**config.mk**
```make
export PLATFORM = sky130hd
export DESIGN_NAME = battery_gauge_charge_detect
export DESIGN_NICKNAME = d
export VERILOG_FILES = /design/src/bgcd_pkg.sv /design/src/battery_gauge_charge_detect.sv /design/src/bgcd_gauge.sv
export SDC_FILE = /design/constraint.sdc
export NUM_CORES = 1
export LEC_CHECK = 0
export BUFFER_PORTS_ARGS = -buffer_cell sky130_fd_sc_hd__buf_2
export CAP_MARGIN = 30
export CELL_PAD_IN_SITES_DETAIL_PLACEMENT = 0
export CELL_PAD_IN_SITES_GLOBAL_PLACEMENT = 2
export CORE_ASPECT_RATIO = 0.6
export CORE_UTILIZATION = 37
export CTS_CLUSTER_SIZE = 10
export DETAILED_ROUTE_END_ITERATION = 6
export GPL_TIMING_DRIVEN = 0
export PLACE_DENSITY_LB_ADDON = 0.1
export SLEW_MARGIN = 10
export SYNTH_ARGS = -nofsm -noshare
export SYNTH_HDL_FRONTEND = slang
export SYNTH_SLANG_ARGS = --single-unit
```
**constraint.sdc**
```tcl
create_clock -name clk_i -period 4.81 [get_ports clk_i]
set_input_delay 0.481 -clock clk_i [delete_from_list [all_inputs] [get_ports clk_i]]
set_output_delay 0.481 -clock clk_i [all_outputs]
set_load 0.02 [all_outputs]
```
**src/bgcd_pkg.sv**
```systemverilog
package bgcd_pkg;

  // ADC resolution and millisecond timer width
  localparam int AdcBits  = 12;
  localparam int TimeBits = 32;

  // port field widths
  localparam int SampleW  = 12;
  localparam int TimeW    = 32;
  localparam int MvW      = 14;
  localparam int RefW     = 13;
  localparam int RatioW   = 4;
  localparam int MsW      = 16;
  localparam int PctW     = 7;
  localparam int CfgIdxW  = 3;
  localparam int CfgDataW = 16;

  // serial gauge datapath
  localparam int McandW = RefW + RatioW;        // reference * ratio
  localparam int NumW   = MvW + PctW;           // (mv - empty) * 100, below span * 128
  localparam int DvsW   = MvW + PctW - 1;       // span aligned to the top quotient bit
  localparam int StepW  = $clog2((AdcBits > PctW) ? AdcBits : PctW);

  localparam logic [PctW-1:0] PctMax = PctW'(100);

  // register reset values
  localparam logic [MvW-1:0]    EmptyRst   = MvW'(2800);
  localparam logic [MvW-1:0]    FullRst    = MvW'(4100);
  localparam logic [RefW-1:0]   RefRst     = RefW'(3300);
  localparam logic [RatioW-1:0] RatioRst   = RatioW'(3);
  localparam logic [MsW-1:0]    PeriodRst  = MsW'(1000);
  localparam logic [MsW-1:0]    ReleaseRst = MsW'(3000);

  typedef enum logic [CfgIdxW-1:0] {
    CFG_EMPTY,
    CFG_FULL,
    CFG_REF,
    CFG_RATIO,
    CFG_PERIOD,
    CFG_RELEASE
  } cfg_idx_e;

  typedef struct packed {
    logic [MvW-1:0]    empty_mv;
    logic [MvW-1:0]    full_mv;
    logic [RefW-1:0]   ref_mv;
    logic [RatioW-1:0] ratio;
    logic [MsW-1:0]    period_ms;
    logic [MsW-1:0]    release_ms;
  } bgcd_cfg_t;

  typedef struct packed {
    logic busy;
    logic done;
  } bgcd_gstat_t;

endpackage

```
**src/battery_gauge_charge_detect.sv**
```systemverilog
// Battery gauge and charger detect, one input word per display frame.
// Input channel (in_valid_i/in_ready_o): time stamp, supply-detect and
// charger status pins, raw ADC sample. Output channel (out_valid_o/
// out_ready_i): one word per input word, the debounced charging flag and
// the battery percent. Config channel (cfg_valid_i/cfg_ready_o) is always
// ready; cfg_index_i selects empty, full, reference, divider ratio, sample
// period and release time. Indexes past the list are ignored.
// Path: accept, evaluate, then the output register when no percent update
// is due; when one is due, a bit-serial multiply, a setup step and a
// bit-serial divide come between; a clamped or zero percent skips the
// divide. One word is in flight at a time, so a new word is not taken
// until the last one's result sits in the output register, so a stalled
// receiver holds back only the word after that one.
// Reset clears all state and loads default config; the first word after
// reset seeds the charging flag, the release timer, the sample deadline and
// the percent from that word's pins and sample.
module battery_gauge_charge_detect (
  input  logic                          clk_i,
  input  logic                          rst_ni,
  input  logic                          in_valid_i,
  output logic                          in_ready_o,
  input  logic [bgcd_pkg::TimeW-1:0]    time_ms_i,
  input  logic                          vbus_present_i,
  input  logic                          stat_pin_i,
  input  logic [bgcd_pkg::SampleW-1:0]  adc_sample_i,
  output logic                          out_valid_o,
  input  logic                          out_ready_i,
  output logic                          charging_o,
  output logic [bgcd_pkg::PctW-1:0]     percent_o,
  input  logic                          cfg_valid_i,
  output logic                          cfg_ready_o,
  input  logic [bgcd_pkg::CfgIdxW-1:0]  cfg_index_i,
  input  logic [bgcd_pkg::CfgDataW-1:0] cfg_data_i
);
  import bgcd_pkg::*;

  typedef enum logic [1:0] {
    S_IDLE,
    S_EVAL,
    S_GAUGE,
    S_OUT
  } state_e;

  state_e              state_q;
  logic                started_q;
  logic                prev_low_q;
  logic                charging_q;
  logic [PctW-1:0]     percent_q;
  logic [TimeBits-1:0] last_low_q;
  logic [TimeBits-1:0] next_q;

  logic [TimeBits-1:0] time_q;
  logic                vbus_q;
  logic                stat_q;
  logic [AdcBits-1:0]  adc_q;

  logic                out_valid_q;
  logic                out_charging_q;
  logic [PctW-1:0]     out_percent_q;

  bgcd_cfg_t           cfg_q;

  logic                low;
  logic [TimeBits-1:0] elapsed;
  logic [TimeBits-1:0] lag;
  logic [TimeBits-1:0] next_d;
  logic                rel_hit;
  logic                due;
  logic                gauge_start;
  logic                out_load;
  bgcd_gstat_t         gstat;
  logic [PctW-1:0]     gauge_pct;

  assign low     = vbus_q & ~stat_q;
  // a charge-low word restarts the release timer before the test
  assign elapsed = low ? '0 : (time_q - last_low_q);
  assign rel_hit = elapsed >= TimeBits'(cfg_q.release_ms);
  // deadline passed when time - deadline lands in the lower half of the ring
  assign lag     = time_q - next_q;
  assign due     = ~lag[TimeBits-1];
  assign next_d  = time_q + TimeBits'(cfg_q.period_ms);

  assign gauge_start = (state_q == S_EVAL) && (!started_q || due);
  assign out_load    = (state_q == S_OUT) && (!out_valid_q || out_ready_i);

  bgcd_gauge u_gauge (
    .clk_i    (clk_i),
    .rst_ni   (rst_ni),
    .start_i  (gauge_start),
    .sample_i (adc_q),
    .cfg_i    (cfg_q),
    .stat_o   (gstat),
    .pct_o    (gauge_pct)
  );

  always_ff @(posedge clk_i or negedge rst_ni) begin
    if (!rst_ni) begin
      cfg_q.empty_mv   <= EmptyRst;
      cfg_q.full_mv    <= FullRst;
      cfg_q.ref_mv     <= RefRst;
      cfg_q.ratio      <= RatioRst;
      cfg_q.period_ms  <= PeriodRst;
      cfg_q.release_ms <= ReleaseRst;
    end else if (cfg_valid_i) begin
      unique case (cfg_index_i)
        CFG_EMPTY:   cfg_q.empty_mv   <= cfg_data_i[MvW-1:0];
        CFG_FULL:    cfg_q.full_mv    <= cfg_data_i[MvW-1:0];
        CFG_REF:     cfg_q.ref_mv     <= cfg_data_i[RefW-1:0];
        CFG_RATIO:   cfg_q.ratio      <= cfg_data_i[RatioW-1:0];
        CFG_PERIOD:  cfg_q.period_ms  <= cfg_data_i[MsW-1:0];
        CFG_RELEASE: cfg_q.release_ms <= cfg_data_i[MsW-1:0];
        default: ;
      endcase
    end
  end

  always_ff @(posedge clk_i or negedge rst_ni) begin
    if (!rst_ni) begin
      state_q        <= S_IDLE;
      started_q      <= 1'b0;
      prev_low_q     <= 1'b0;
      charging_q     <= 1'b0;
      percent_q      <= '0;
      last_low_q     <= '0;
      next_q         <= '0;
      time_q         <= '0;
      vbus_q         <= 1'b0;
      stat_q         <= 1'b0;
      adc_q          <= '0;
      out_valid_q    <= 1'b0;
      out_charging_q <= 1'b0;
      out_percent_q  <= '0;
    end else begin
      if (out_load) begin
        out_valid_q <= 1'b1;
      end else if (out_ready_i) begin
        out_valid_q <= 1'b0;
      end
      unique case (state_q)
        S_IDLE: begin
          if (in_valid_i) begin
            time_q  <= time_ms_i[TimeBits-1:0];
            vbus_q  <= vbus_present_i;
            stat_q  <= stat_pin_i;
            adc_q   <= adc_sample_i[AdcBits-1:0];
            state_q <= S_EVAL;
          end
        end
        S_EVAL: begin
          prev_low_q <= low;
          if (!started_q || low) begin
            last_low_q <= time_q;
          end
          if (!started_q) begin
            started_q  <= 1'b1;
            charging_q <= low;
          end else if (!charging_q) begin
            if (low && prev_low_q) begin
              charging_q <= 1'b1;
            end
          end else if (!vbus_q || rel_hit) begin
            charging_q <= 1'b0;
          end
          if (gauge_start) begin
            next_q  <= next_d;
            state_q <= S_GAUGE;
          end else begin
            state_q <= S_OUT;
          end
        end
        S_GAUGE: begin
          if (gstat.done) begin
            percent_q <= gauge_pct;
            state_q   <= S_OUT;
          end
        end
        S_OUT: begin
          if (out_load) begin
            out_charging_q <= charging_q;
            out_percent_q  <= percent_q;
            state_q        <= S_IDLE;
          end
        end
        default: begin
          state_q <= S_IDLE;
        end
      endcase
    end
  end

  assign in_ready_o  = state_q == S_IDLE;
  assign cfg_ready_o = 1'b1;
  assign out_valid_o = out_valid_q;
  assign charging_o  = out_charging_q;
  assign percent_o   = out_percent_q;

  a_pct_range: assert property (@(posedge clk_i) disable iff (!rst_ni)
    percent_q <= PctMax)
    else $error("percent out of range");

  a_set_needs_low: assert property (@(posedge clk_i) disable iff (!rst_ni)
    $rose(charging_q) |-> prev_low_q)
    else $error("charging set without a charge-low tick");

  a_gauge_running: assert property (@(posedge clk_i) disable iff (!rst_ni)
    (state_q == S_GAUGE) |-> gstat.busy)
    else $error("waiting on an idle gauge");

  a_gauge_idle: assert property (@(posedge clk_i) disable iff (!rst_ni)
    (state_q == S_IDLE) |-> !gstat.busy)
    else $error("gauge busy while ready for input");

endmodule

```
**src/bgcd_gauge.sv**
```systemverilog
module bgcd_gauge (
  input  logic                         clk_i,
  input  logic                         rst_ni,
  input  logic                         start_i,
  input  logic [bgcd_pkg::AdcBits-1:0] sample_i,
  input  bgcd_pkg::bgcd_cfg_t          cfg_i,
  output bgcd_pkg::bgcd_gstat_t        stat_o,
  output logic [bgcd_pkg::PctW-1:0]    pct_o
);
  import bgcd_pkg::*;

  typedef enum logic [2:0] {
    G_IDLE,
    G_MUL,
    G_PREP,
    G_DIV,
    G_DONE
  } state_e;

  state_e              state_q;
  logic [StepW-1:0]    cnt_q;
  logic [McandW-1:0]   mcand_q;
  logic [McandW-1:0]   hi_q;
  logic [AdcBits-1:0]  lo_q;
  logic [NumW-1:0]     rem_q;
  logic [DvsW-1:0]     dvs_q;
  logic [PctW-1:0]     quo_q;

  logic [McandW:0]     sum;
  logic [McandW-1:0]   empty_ext;
  logic [McandW-1:0]   diff;
  logic [MvW-1:0]      span;
  logic                span_ok;
  logic                mv_ok;
  logic                sat;
  logic [NumW-1:0]     diff_n;
  logic [NumW-1:0]     num;
  logic                ge;
  logic [NumW-1:0]     rem_sub;

  // shift-add multiply, one sample bit per cycle; hi_q ends as the millivolt value
  assign sum = {1'b0, hi_q} + {1'b0, (lo_q[0] ? mcand_q : '0)};

  assign empty_ext = McandW'(cfg_i.empty_mv);
  assign span_ok   = cfg_i.full_mv > cfg_i.empty_mv;
  assign mv_ok     = hi_q > empty_ext;
  assign diff      = hi_q - empty_ext;
  assign span      = cfg_i.full_mv - cfg_i.empty_mv;
  assign sat       = diff >= McandW'(span);

  // diff * 100 = diff * (64 + 32 + 4), only taken when diff < span
  assign diff_n = NumW'(diff[MvW-1:0]);
  assign num    = (diff_n << 6) + (diff_n << 5) + (diff_n << 2);

  // restoring divide, one quotient bit per cycle
  assign ge      = rem_q >= NumW'(dvs_q);
  assign rem_sub = rem_q - NumW'(dvs_q);

  always_ff @(posedge clk_i or negedge rst_ni) begin
    if (!rst_ni) begin
      state_q <= G_IDLE;
      cnt_q   <= '0;
      mcand_q <= '0;
      hi_q    <= '0;
      lo_q    <= '0;
      rem_q   <= '0;
      dvs_q   <= '0;
      quo_q   <= '0;
    end else begin
      unique case (state_q)
        G_IDLE: begin
          if (start_i) begin
            mcand_q <= McandW'(cfg_i.ref_mv) * McandW'(cfg_i.ratio);
            hi_q    <= '0;
            lo_q    <= sample_i;
            cnt_q   <= '0;
            state_q <= G_MUL;
          end
        end
        G_MUL: begin
          hi_q  <= sum[McandW:1];
          lo_q  <= {sum[0], lo_q[AdcBits-1:1]};
          cnt_q <= cnt_q + StepW'(1);
          if (cnt_q == StepW'(AdcBits - 1)) begin
            state_q <= G_PREP;
          end
        end
        G_PREP: begin
          priority if (!span_ok || !mv_ok) begin
            quo_q   <= '0;
            state_q <= G_DONE;
          end else if (sat) begin
            quo_q   <= PctMax;
            state_q <= G_DONE;
          end else begin
            rem_q   <= num;
            dvs_q   <= DvsW'(span) << (PctW - 1);
            quo_q   <= '0;
            cnt_q   <= '0;
            state_q <= G_DIV;
          end
        end
        G_DIV: begin
          quo_q <= {quo_q[PctW-2:0], ge};
          if (ge) begin
            rem_q <= rem_sub;
          end
          dvs_q <= dvs_q >> 1;
          cnt_q <= cnt_q + StepW'(1);
          if (cnt_q == StepW'(PctW - 1)) begin
            state_q <= G_DONE;
          end
        end
        G_DONE: begin
          state_q <= G_IDLE;
        end
        default: begin
          state_q <= G_IDLE;
        end
      endcase
    end
  end

  assign stat_o.busy = state_q != G_IDLE;
  assign stat_o.done = state_q == G_DONE;
  assign pct_o       = quo_q;

endmodule
```
==> summary.md, run 1 <==
| Metric | Value |
|---|---|
| Synth warnings | `0` |
| Final nets | `around 2900` |
| Congestion Overflow GR | `0` |
| Die Ht | `around 190 um` |
| RR Endpoint | `u_gauge.rem_q[19]$_DFFE_PN0P_` |
| Maximum vdd drop | `approximately 0.23 mV` |
| Largest family of logic cells by synthesized area | `compound AO/OA/AOI/OAI gates` |
| Cells after Synth | `2409` |
| Post-Synth Simple-Gate Area | `14.24%` |
| P_leak | `between 10 and 15 nW` |
| Post-Syn Area per Cell | `just over 9 um2` |
| Ys flop type | `dfrtp_1` |
| TNS Setup | `0 ns` |
| Number of buffers created by CTS | `37` |
| Final cell utilization of the core | `a little over two fifths` |
| Pre-CTS setup slack | `-0.4942 ns` |
| Port Buffer Count | `78` |
| XOR/XNOR Fraction of Synth Area | `4.864%` |
| Worst Path Max Fanout | `4` |
| Final hold violations | `0` |
| Worst skew pair latency | `approximately 0.56 ns` |
| Largest net degree at the start of global routing | `between 100 and 150` |
| CTS HTree Levels | `2` |
| Synth unique cells | `86` |
| Clock Skews | `~0.020 ns` |
| Worst R2R Start | `u_gauge.hi_q[0]$_DFFE_PN0P_` |
| Compound-Gate Fraction of Synth Area | `between 10% and 20%` |
| Worst slew margin | `between 30 and 40%` |
| Ratio of cells with drive above 1 in the final layout | `16.56%` |
| ANT nets after route | `0` |
| Core ar. | `a little under 60000 um2` |
| Area Growth Syn to Fin | `14.18%` |
| RSZ-0062 raised after global routing | `true` |
| Highest clock rate | `~210 MHz` |
| Critical Path RT | `5.24 ns` |
| Initial DRC Count | `1024` |
| Antenna Cells | `0` |
| Syn_nets | `2734` |
| CP startpoint | `u_gauge.hi_q[0]$_DFFE_PN0P_` |
| Min cycle time layout | `between 4 and 5 ns` |
| Post-route insts no fill | `3354` |
| Synth area leaders | `dfrtp_1 (32%), ha_1 (12%), mux2_2 (7.0%)` |
| Hold WC Path Type | `primary input to flip-flop` |
| Wirelength per Cell | `about 20 um` |
| DP HPWL | `51440 um` |
| Gpl congestion | `roughly 0.88` |
| R2R Setup Slk | `0.14 ns` |
| Reg2Reg Depth | `20` |
| Async SR Flop Fraction | `100.0%` |
| Initial antenna violation count | `5` |
| Most numerous cell in the Yosys netlist | `dfrtp_1` |
| Outcome | `completed` |
| I/O pin count | `81` |
| Period utilization | `between 90% and 100%` |
| Slew at the pin closest to its max-slew limit | `a little under 1 ns` |
| PwrDens | `approximately 370 nW/um2` |
| DIE AREA | `60880 um2` |
| #FFs+latches synth | `a little over 300` |
| Commonest cells post-synth | `dfrtp_1 (280), nand2_1 (273), ha_1 (216), inv_1 (216), o21ai_0 (166)` |
| Gr usage total | `22.03%` |
| Mux cell area share after synthesis | `under 10%` |
| Crit. End Element | `flip-flop` |
| Final Power | `about 0.0095 W` |
| Clk root buf | `clkbuf_16` |
| Crit Path Class | `flip-flop to flip-flop` |
| Die Wd | `roughly 320 um` |
| Worst Slack Setup Final | `around 0.14 ns` |
| Max cap viols | `0` |
| CTS Buffer Depth | `3` |
| Dpl cells | `between 3000 and 4000` |
| Number of global-route vias before repair | `between 15000 and 20000` |
| Setup crit end | `u_gauge.rem_q[19]$_DFFE_PN0P_` |
| FP Rows | `between 60 and 70` |
| # DRC | `0` |
| Detailed-route via count | `approximately 18000` |
| Clk sink count | `between 300 and 400` |
| Clock-pin slew on the worst setup and hold paths | `about 0.06 ns` |
| Adder-Cell Fraction of Synth Area | `between 10% and 20%` |
| CTS tree | `done` |
| Initial Utilization | `a little under two fifths` |
| Post-synthesis sequential area ratio | `a little over a third` |
| Startpoint types | `flip-flop` |
| Global-route wire length before repair | `approximately 100000 um` |
| Routed wire length | `approximately 66000 um` |
| Cell Area, Synth | `around 22000 um2` |
| Arrival time at the worst endpoint | `5.10 ns` |
| Largest area contributor in the netlist | `dfrtp_1` |
| # setup viols final | `0` |
| Post-synth top area share | `31.63%` |
| Vias per cell | `between 5 and 6` |
| Max-slew violations | `0` |
| EDFF count, synth | `0` |
| First-pass iteration count of the detailed router | `6` |
[flip-flops by register name, indices dropped and copies added (netlist names), 17 cells and up]
register         count
cfg_q               77
time_q              32
next_q              32
u_gauge.dvs_q       20
u_gauge.hi_q        17
u_gauge.mcand_q     17
last_low_q          32
u_gauge.rem_q       21
[through the flow]
| stage | area [um2] | hold WS [ns] |
|---|---|---|
| global placement | 23520 | 0.4585 |
| CTS | 24880 | 0.1228 |
| global route | 25290 | 0.1252 |
| finish | 25290 | 0.1496 |
| floorplan | 22150 | 0.1854 |
| detailed placement | 23630 | 0.3926 |
[timing repair]
item | CTS | global route
endpoints found under the hold margin | 38 | 0
gates resized for setup | 25 | 59
setup endpoints to repair | 29 | 51
buffers inserted | 3 | 18
pin swaps | 6 | 34
hold buffers | 1 | 0
[cells in the final DEF (no fill, tap or decap), types with 13 or more instances in the layout]
cell type and count:
buf_2 88, buf_4 25, ha_1 208, and3_1 24
dfrtp_1 278, a21oi_1 146, o21bai_1 18, nand2_1 273
clkbuf_1 72, o211ai_1 20, clkbuf_16 38, nor3_1 42
nand3_1 35, fa_1 38, dfstp_2 29, o21a_1 23
a31oi_1 13, xnor2_1 66, xor2_1 42, mux2_2 137
nor2b_1 23, nor2_1 134, inv_1 207, a21o_1 36
nand2b_1 26, a211oi_1 18, o21ai_1 29, o21ai_0 162
mux2i_1 20, nand4_1 21, and2_1 42
[cell type report]
class	count	area [um2]
clock buffers	56	1049
repair buffers	106	690.7
well taps	781	977.2
clock inverters	2	36.28
flip-flops and latches	309	7771
inverters	216	810.8
fillers	5865	33850
multi-input cells	1810	13640
plain buffers	74	316.6
[metal layers]
metal / GRT usage [%] / vias up / part of all wire, %
li1: - / 8712 / -
met1: 35.27 / 8710 / 55
met2: 30.15 / 344 / 38
met3: 3.676 / 75 / 5.3
met4: 4.518 / 0 / 1.8
met5: 0 / - / 0
[critical path: stages (launching register included)]
cell and delay [ns]:
dfrtp_2 0.44, inv_2 0.07, ha_4 0.12, inv_2 0.04
fa_2 0.39, a21o_1 0.23, a22o_4 0.28, nor2_4 0.12
buf_12 0.12, xnor2_4 0.10, fa_1 0.60, ha_4 0.23
o21ai_2 0.14, nor2_1 0.07, o41a_1 0.45, a211oi_2 0.27
a211oi_2 0.13, a21o_1 0.18, a21oi_2 0.15, xnor2_2 0.09
a221o_1 0.32
[cells by family (layout without fill, tap and decap cells)]
logic type / Yosys count / count (layout)
AOI/OAI and AO/OA: 599 / 599
buffers and inverters: 290 / 454
DFF: 309 / 309
muxes: 157 / 157
and+or+nand+nor: 675 / 675
other: 1 / 1
adders and majority gates: 255 / 255
xor gates and xnor gates: 123 / 123
[worst min path at each step]
stage | cells after the start | startpoint | endpoint
after floorplan | 0 | rst_ni | adc_q[0]$_DFFE_PN0P_
after global placement | 2 | u_gauge.mcand_q[16]$_DFFE_PN0P_ | u_gauge.mcand_q[16]$_DFFE_PN0P_
after detailed placement | 1 | rst_ni | u_gauge.rem_q[10]$_DFFE_PN0P_
after CTS | 2 | time_ms_i[9] | time_q[9]$_DFFE_PN0P_
after global routing | 2 | time_ms_i[7] | time_q[7]$_DFFE_PN0P_
final | 2 | time_ms_i[15] | time_q[15]$_DFFE_PN0P_
[where the power goes]
group          leakage, nW  internal, W  switching, W
clock network        0.524      0.00150       0.00115
registers             4.12      0.00278      0.000114
logic                 7.55      0.00168       0.00223
total                 12.2      0.00596       0.00349
No activity file was read; power rests on OpenSTA's default activity.
==> inputs of run 2 (changes only) <==
- PLACE_DENSITY: not set -> 0.89
- PLACE_DENSITY_LB_ADDON: 0.1 -> not set
- SYNTH_HIERARCHICAL: not set -> 1
==> summary.md, run 2 <==
| Metric | Value |
|---|---|
| Outcome | `finished, violations left` |
| Failing checks | `hold timing` |
| Period utilization | `97.06% (-0.13 points)` |
| Most numerous cell in the Yosys netlist | `dfrtp_1` |
| Clock Skews | `0.02568 ns (+0.005761 ns)` |
| Synth unique cells | `94 (+9.3%)` |
| Crit path buffers/inverters | `1 (-2)` |
| Ys flop type | `dfrtp_1` |
| R2R Setup Slk | `0.14 ns (about the same)` |
| Highest clock rate | `214.2 MHz (+0.13%)` |
| CTS tree | `done` |
| DIE AREA | `62260 um2 (+2.3%)` |
| Congestion Overflow GR | `0 (unchanged)` |
| Gpl congestion | `0.9041 (+2.5%)` |
| Die Ht | `193.7 um (+1.1%)` |
| Initial DRC Count | `1582 (+54%)` |
| Worst path max stage delay | `0.50 ns (-0.10 ns)` |
| FP Rows | `69 (unchanged)` |
| Crit Path Class | `flip-flop to flip-flop` |
| Biggest register | `cfg_q` |
| Worst Path Max Fanout | `5 (+1)` |
| Routed wire length | `66650 um (+1.3%)` |
| CTS HTree Levels | `2 (unchanged)` |
| Cell Area, Synth | `22660 um2 (+2.3%)` |
| ANT nets after route | `0 (unchanged)` |
| Port Buffer Count | `79 (+1.3%)` |
| Hold Slack | `-0.05853 ns (-0.2081 ns)` |
| Register Area | `7782 um2 (+0.14%)` |
| Met2 Wirelength | `24540 um (-2.2%)` |
| Core ar. | `59830 um2 (+1.2%)` |
| Dpl cells | `3243 (-0.92%)` |
| # DRC | `0 (unchanged)` |
| Clk sink count | `309 (unchanged)` |
| Global-route wire length before repair | `103700 um (-0.77%)` |
| Cells after Synth | `2343 (-2.7%)` |
| Gr usage total | `21.31% (-0.73 points)` |
| Synth area leaders | `dfrtp_1 (31%), ha_1 (12%), mux2_2 (9.3%)` |
| Vias per cell | `5.463 (+2.7%)` |
| Area Growth Syn to Fin | `15.21%` |
| # setup viols final | `0 (unchanged)` |
| DP HPWL | `51930 um (+0.96%)` |
| Post-Syn Area per Cell | `9.670 um2 (+5.2%)` |
| Commonest non-fill, non-tap cells in the layout | `dfrtp_1 (269), inv_1 (207), ha_1 (200), mux2_2 (188), nand2_1 (181)` |
| Number of global-route vias before repair | `17659 (+0.23%)` |
| Post-synth top area share | `30.93% (-0.71 points)` |
| Startpoint types | `flip-flop` |
| Largest net degree at the start of global routing | `106 (-3.6%)` |
| EDFF count, synth | `0 (unchanged)` |
| Slowest-stage cell, CP | `or4_1` |
| Worst skew pair latency | `0.55 ns (about the same)` |
| Syn_nets | `2667 (-2.5%)` |
| Die Wd | `321.5 um (+1.1%)` |
| Critical Path RT | `5.28 ns (+0.04 ns)` |
| Initial antenna violation count | `10 (+5)` |
| Hold_buf cts | `0 (-1)` |
| M1 wire length | `35880 um (-0.36%)` |
| Commonest non-fill, non-tap cell in the layout | `dfrtp_1` |
| Synth warnings | `6 (+6)` |
| Wirelength per Cell | `19.98 um (+1.9%)` |
| Fill cells | `5840 (-0.43%)` |
| I/O pin count | `81 (unchanged)` |
| Largest area contributor in the netlist | `dfrtp_1` |
| Max-slew violations | `0 (unchanged)` |
| Max cap viols | `0 (unchanged)` |
| Multi-input gate area | `14360 um2 (+5.3%)` |
| Post-route insts no fill | `3336 (-0.54%)` |
| Commonest cells post-synth | `dfrtp_1 (280), ha_1 (215), inv_1 (210), mux2_2 (188), nand2_1 (183)` |
| First-pass iteration count of the detailed router | `6 (unchanged)` |
| #FFs+latches synth | `309 (unchanged)` |
| Hold WC Path Type | `primary input to async pin` |
| Max Used Layer | `met5` |
| Final hold violations | `24 (+24)` |
| Slew at the pin closest to its max-slew limit | `1.135 ns (+0.1489 ns)` |
| Routed wl met3 | `5353 um (+53%)` |
| CTS Buffer Depth | `3 (unchanged)` |
| Async SR Flop Fraction | `100.0% (unchanged)` |
| Post-synthesis sequential area ratio | `34.29% (-0.79 points)` |
| Min cycle time layout | `4.669 ns (-0.006294 ns)` |
| Cell breakdown of the critical path | `inv_1 > ha_2 > fa_2 > nor2b_4 > o31ai_4 > a211oi_2 > nor2b_2 > o21ai_1 > xnor2_1 > nor2_1 > ha_1 > nand3_2 > o22ai_1 > nor4_4 > o21ai_4 > a211oi_2 > o2111ai_2 > or4_1 > or4_1 > nand2_1` |
| Arrival time at the worst endpoint | `5.13 ns (+0.03 ns)` |
| Initial Utilization | `37.87% (+0.42 points)` |
| Final nets | `2815 (-2.2%)` |
| Clk root buf | `clkbuf_16` |
| Ratio of cells with drive above 1 in the final layout | `21.22% (+4.7 points)` |
| Worst slew margin | `23.11% (-11 points)` |
| Detailed-route via count | `18226 (+2.2%)` |
| Max reg flops | `77 (unchanged)` |
| Worst path top cell family by delay | `simple AND/OR/NAND/NOR gates` |
| Clock-pin slew on the worst setup and hold paths | `0.06 ns (about the same)` |
| Number of buffers created by CTS | `38 (+2.7%)` |
| Crit. End Element | `flip-flop` |
-- run 2: kinds of logic (layout without fill, tap and decap cells) --
logic type | Yosys count | after routing | synth area share, %
AOI/OAI and AO/OA | 504 | 504 | 14.41
xor gates and xnor gates | 120 | 120 | 4.639
adders and majority gates | 254 | 254 | 15.32
buffers and inverters | 282 | 455 | 4.838
DFF | 309 | 309 | 34.29
muxes | 256 | 256 | 12.70
other | 1 | 5 | 0.01655
and+or+nand+nor | 617 | 617 | 13.78
-- run 2: cell type report --
type | instances | area share, %
timing repair buffer | 109 | 2.603
multi-input combinational | 1752 | 55.00
antenna | 4 | 0.03835
clock buffer | 62 | 4.180
buffer | 71 | 1.237
sequential | 309 | 29.81
clock inverter | 3 | 0.1965
tap | 816 | 3.911
inverter | 210 | 3.020
-- run 2: layer usage --
| metal | up-vias | global-route usage [%] |
|---|---|---|
| met5 | - | 0 |
| met4 | 2 | 3.686 |
| met3 | 72 | 5.797 |
| met2 | 468 | 26.64 |
| met1 | 9067 | 35.20 |
| li1 | 8617 | - |
-- run 2: through the flow --
step	setup TNS (ns)	utilization [%]	instance area, um2	worst slack [ns]
floorplan	0	-	22660	0.4942
global placement	-826.21	40.24	24070	-2.777
detailed placement	-53.36	40.41	24180	-1.592
CTS	0	42.65	25510	0.003190
global route	-0.08077	43.62	26100	-0.07999
finish	0	43.63	26100	0.1414
-- run 2: final timing paths --
path,start,endpoint,cells past startpoint
min in group clk_i,adc_sample_i[9],adc_q[9]$_DFFE_PN0P_,2
worst min register to register,u_gauge/mcand_q[13]$_DFFE_PN0P_,u_gauge/mcand_q[13]$_DFFE_PN0P_,2
worst max-delay path,time_q[0]$_DFFE_PN0P_,charging_q$_DFFE_PN0P_,20
worst max register to register,time_q[0]$_DFFE_PN0P_,charging_q$_DFFE_PN0P_,20
worst min-delay path,rst_ni,next_q[7]$_DFFE_PN0P_,1
max in group asynchronous,rst_ni,charging_o$_DFFE_PN0P_,2
-- run 2: repair_timing --
item / 4_1_cts / 5_1_grt
pin swaps: 7 / 29
buffers inserted: 3 / 21
resized for setup: 43 / 89
setup endpoints to repair: 89 / 92
Power of run 2 is not shown: default switching activity piles up to over one toggle a cycle in this logic, so the estimate is an artifact.
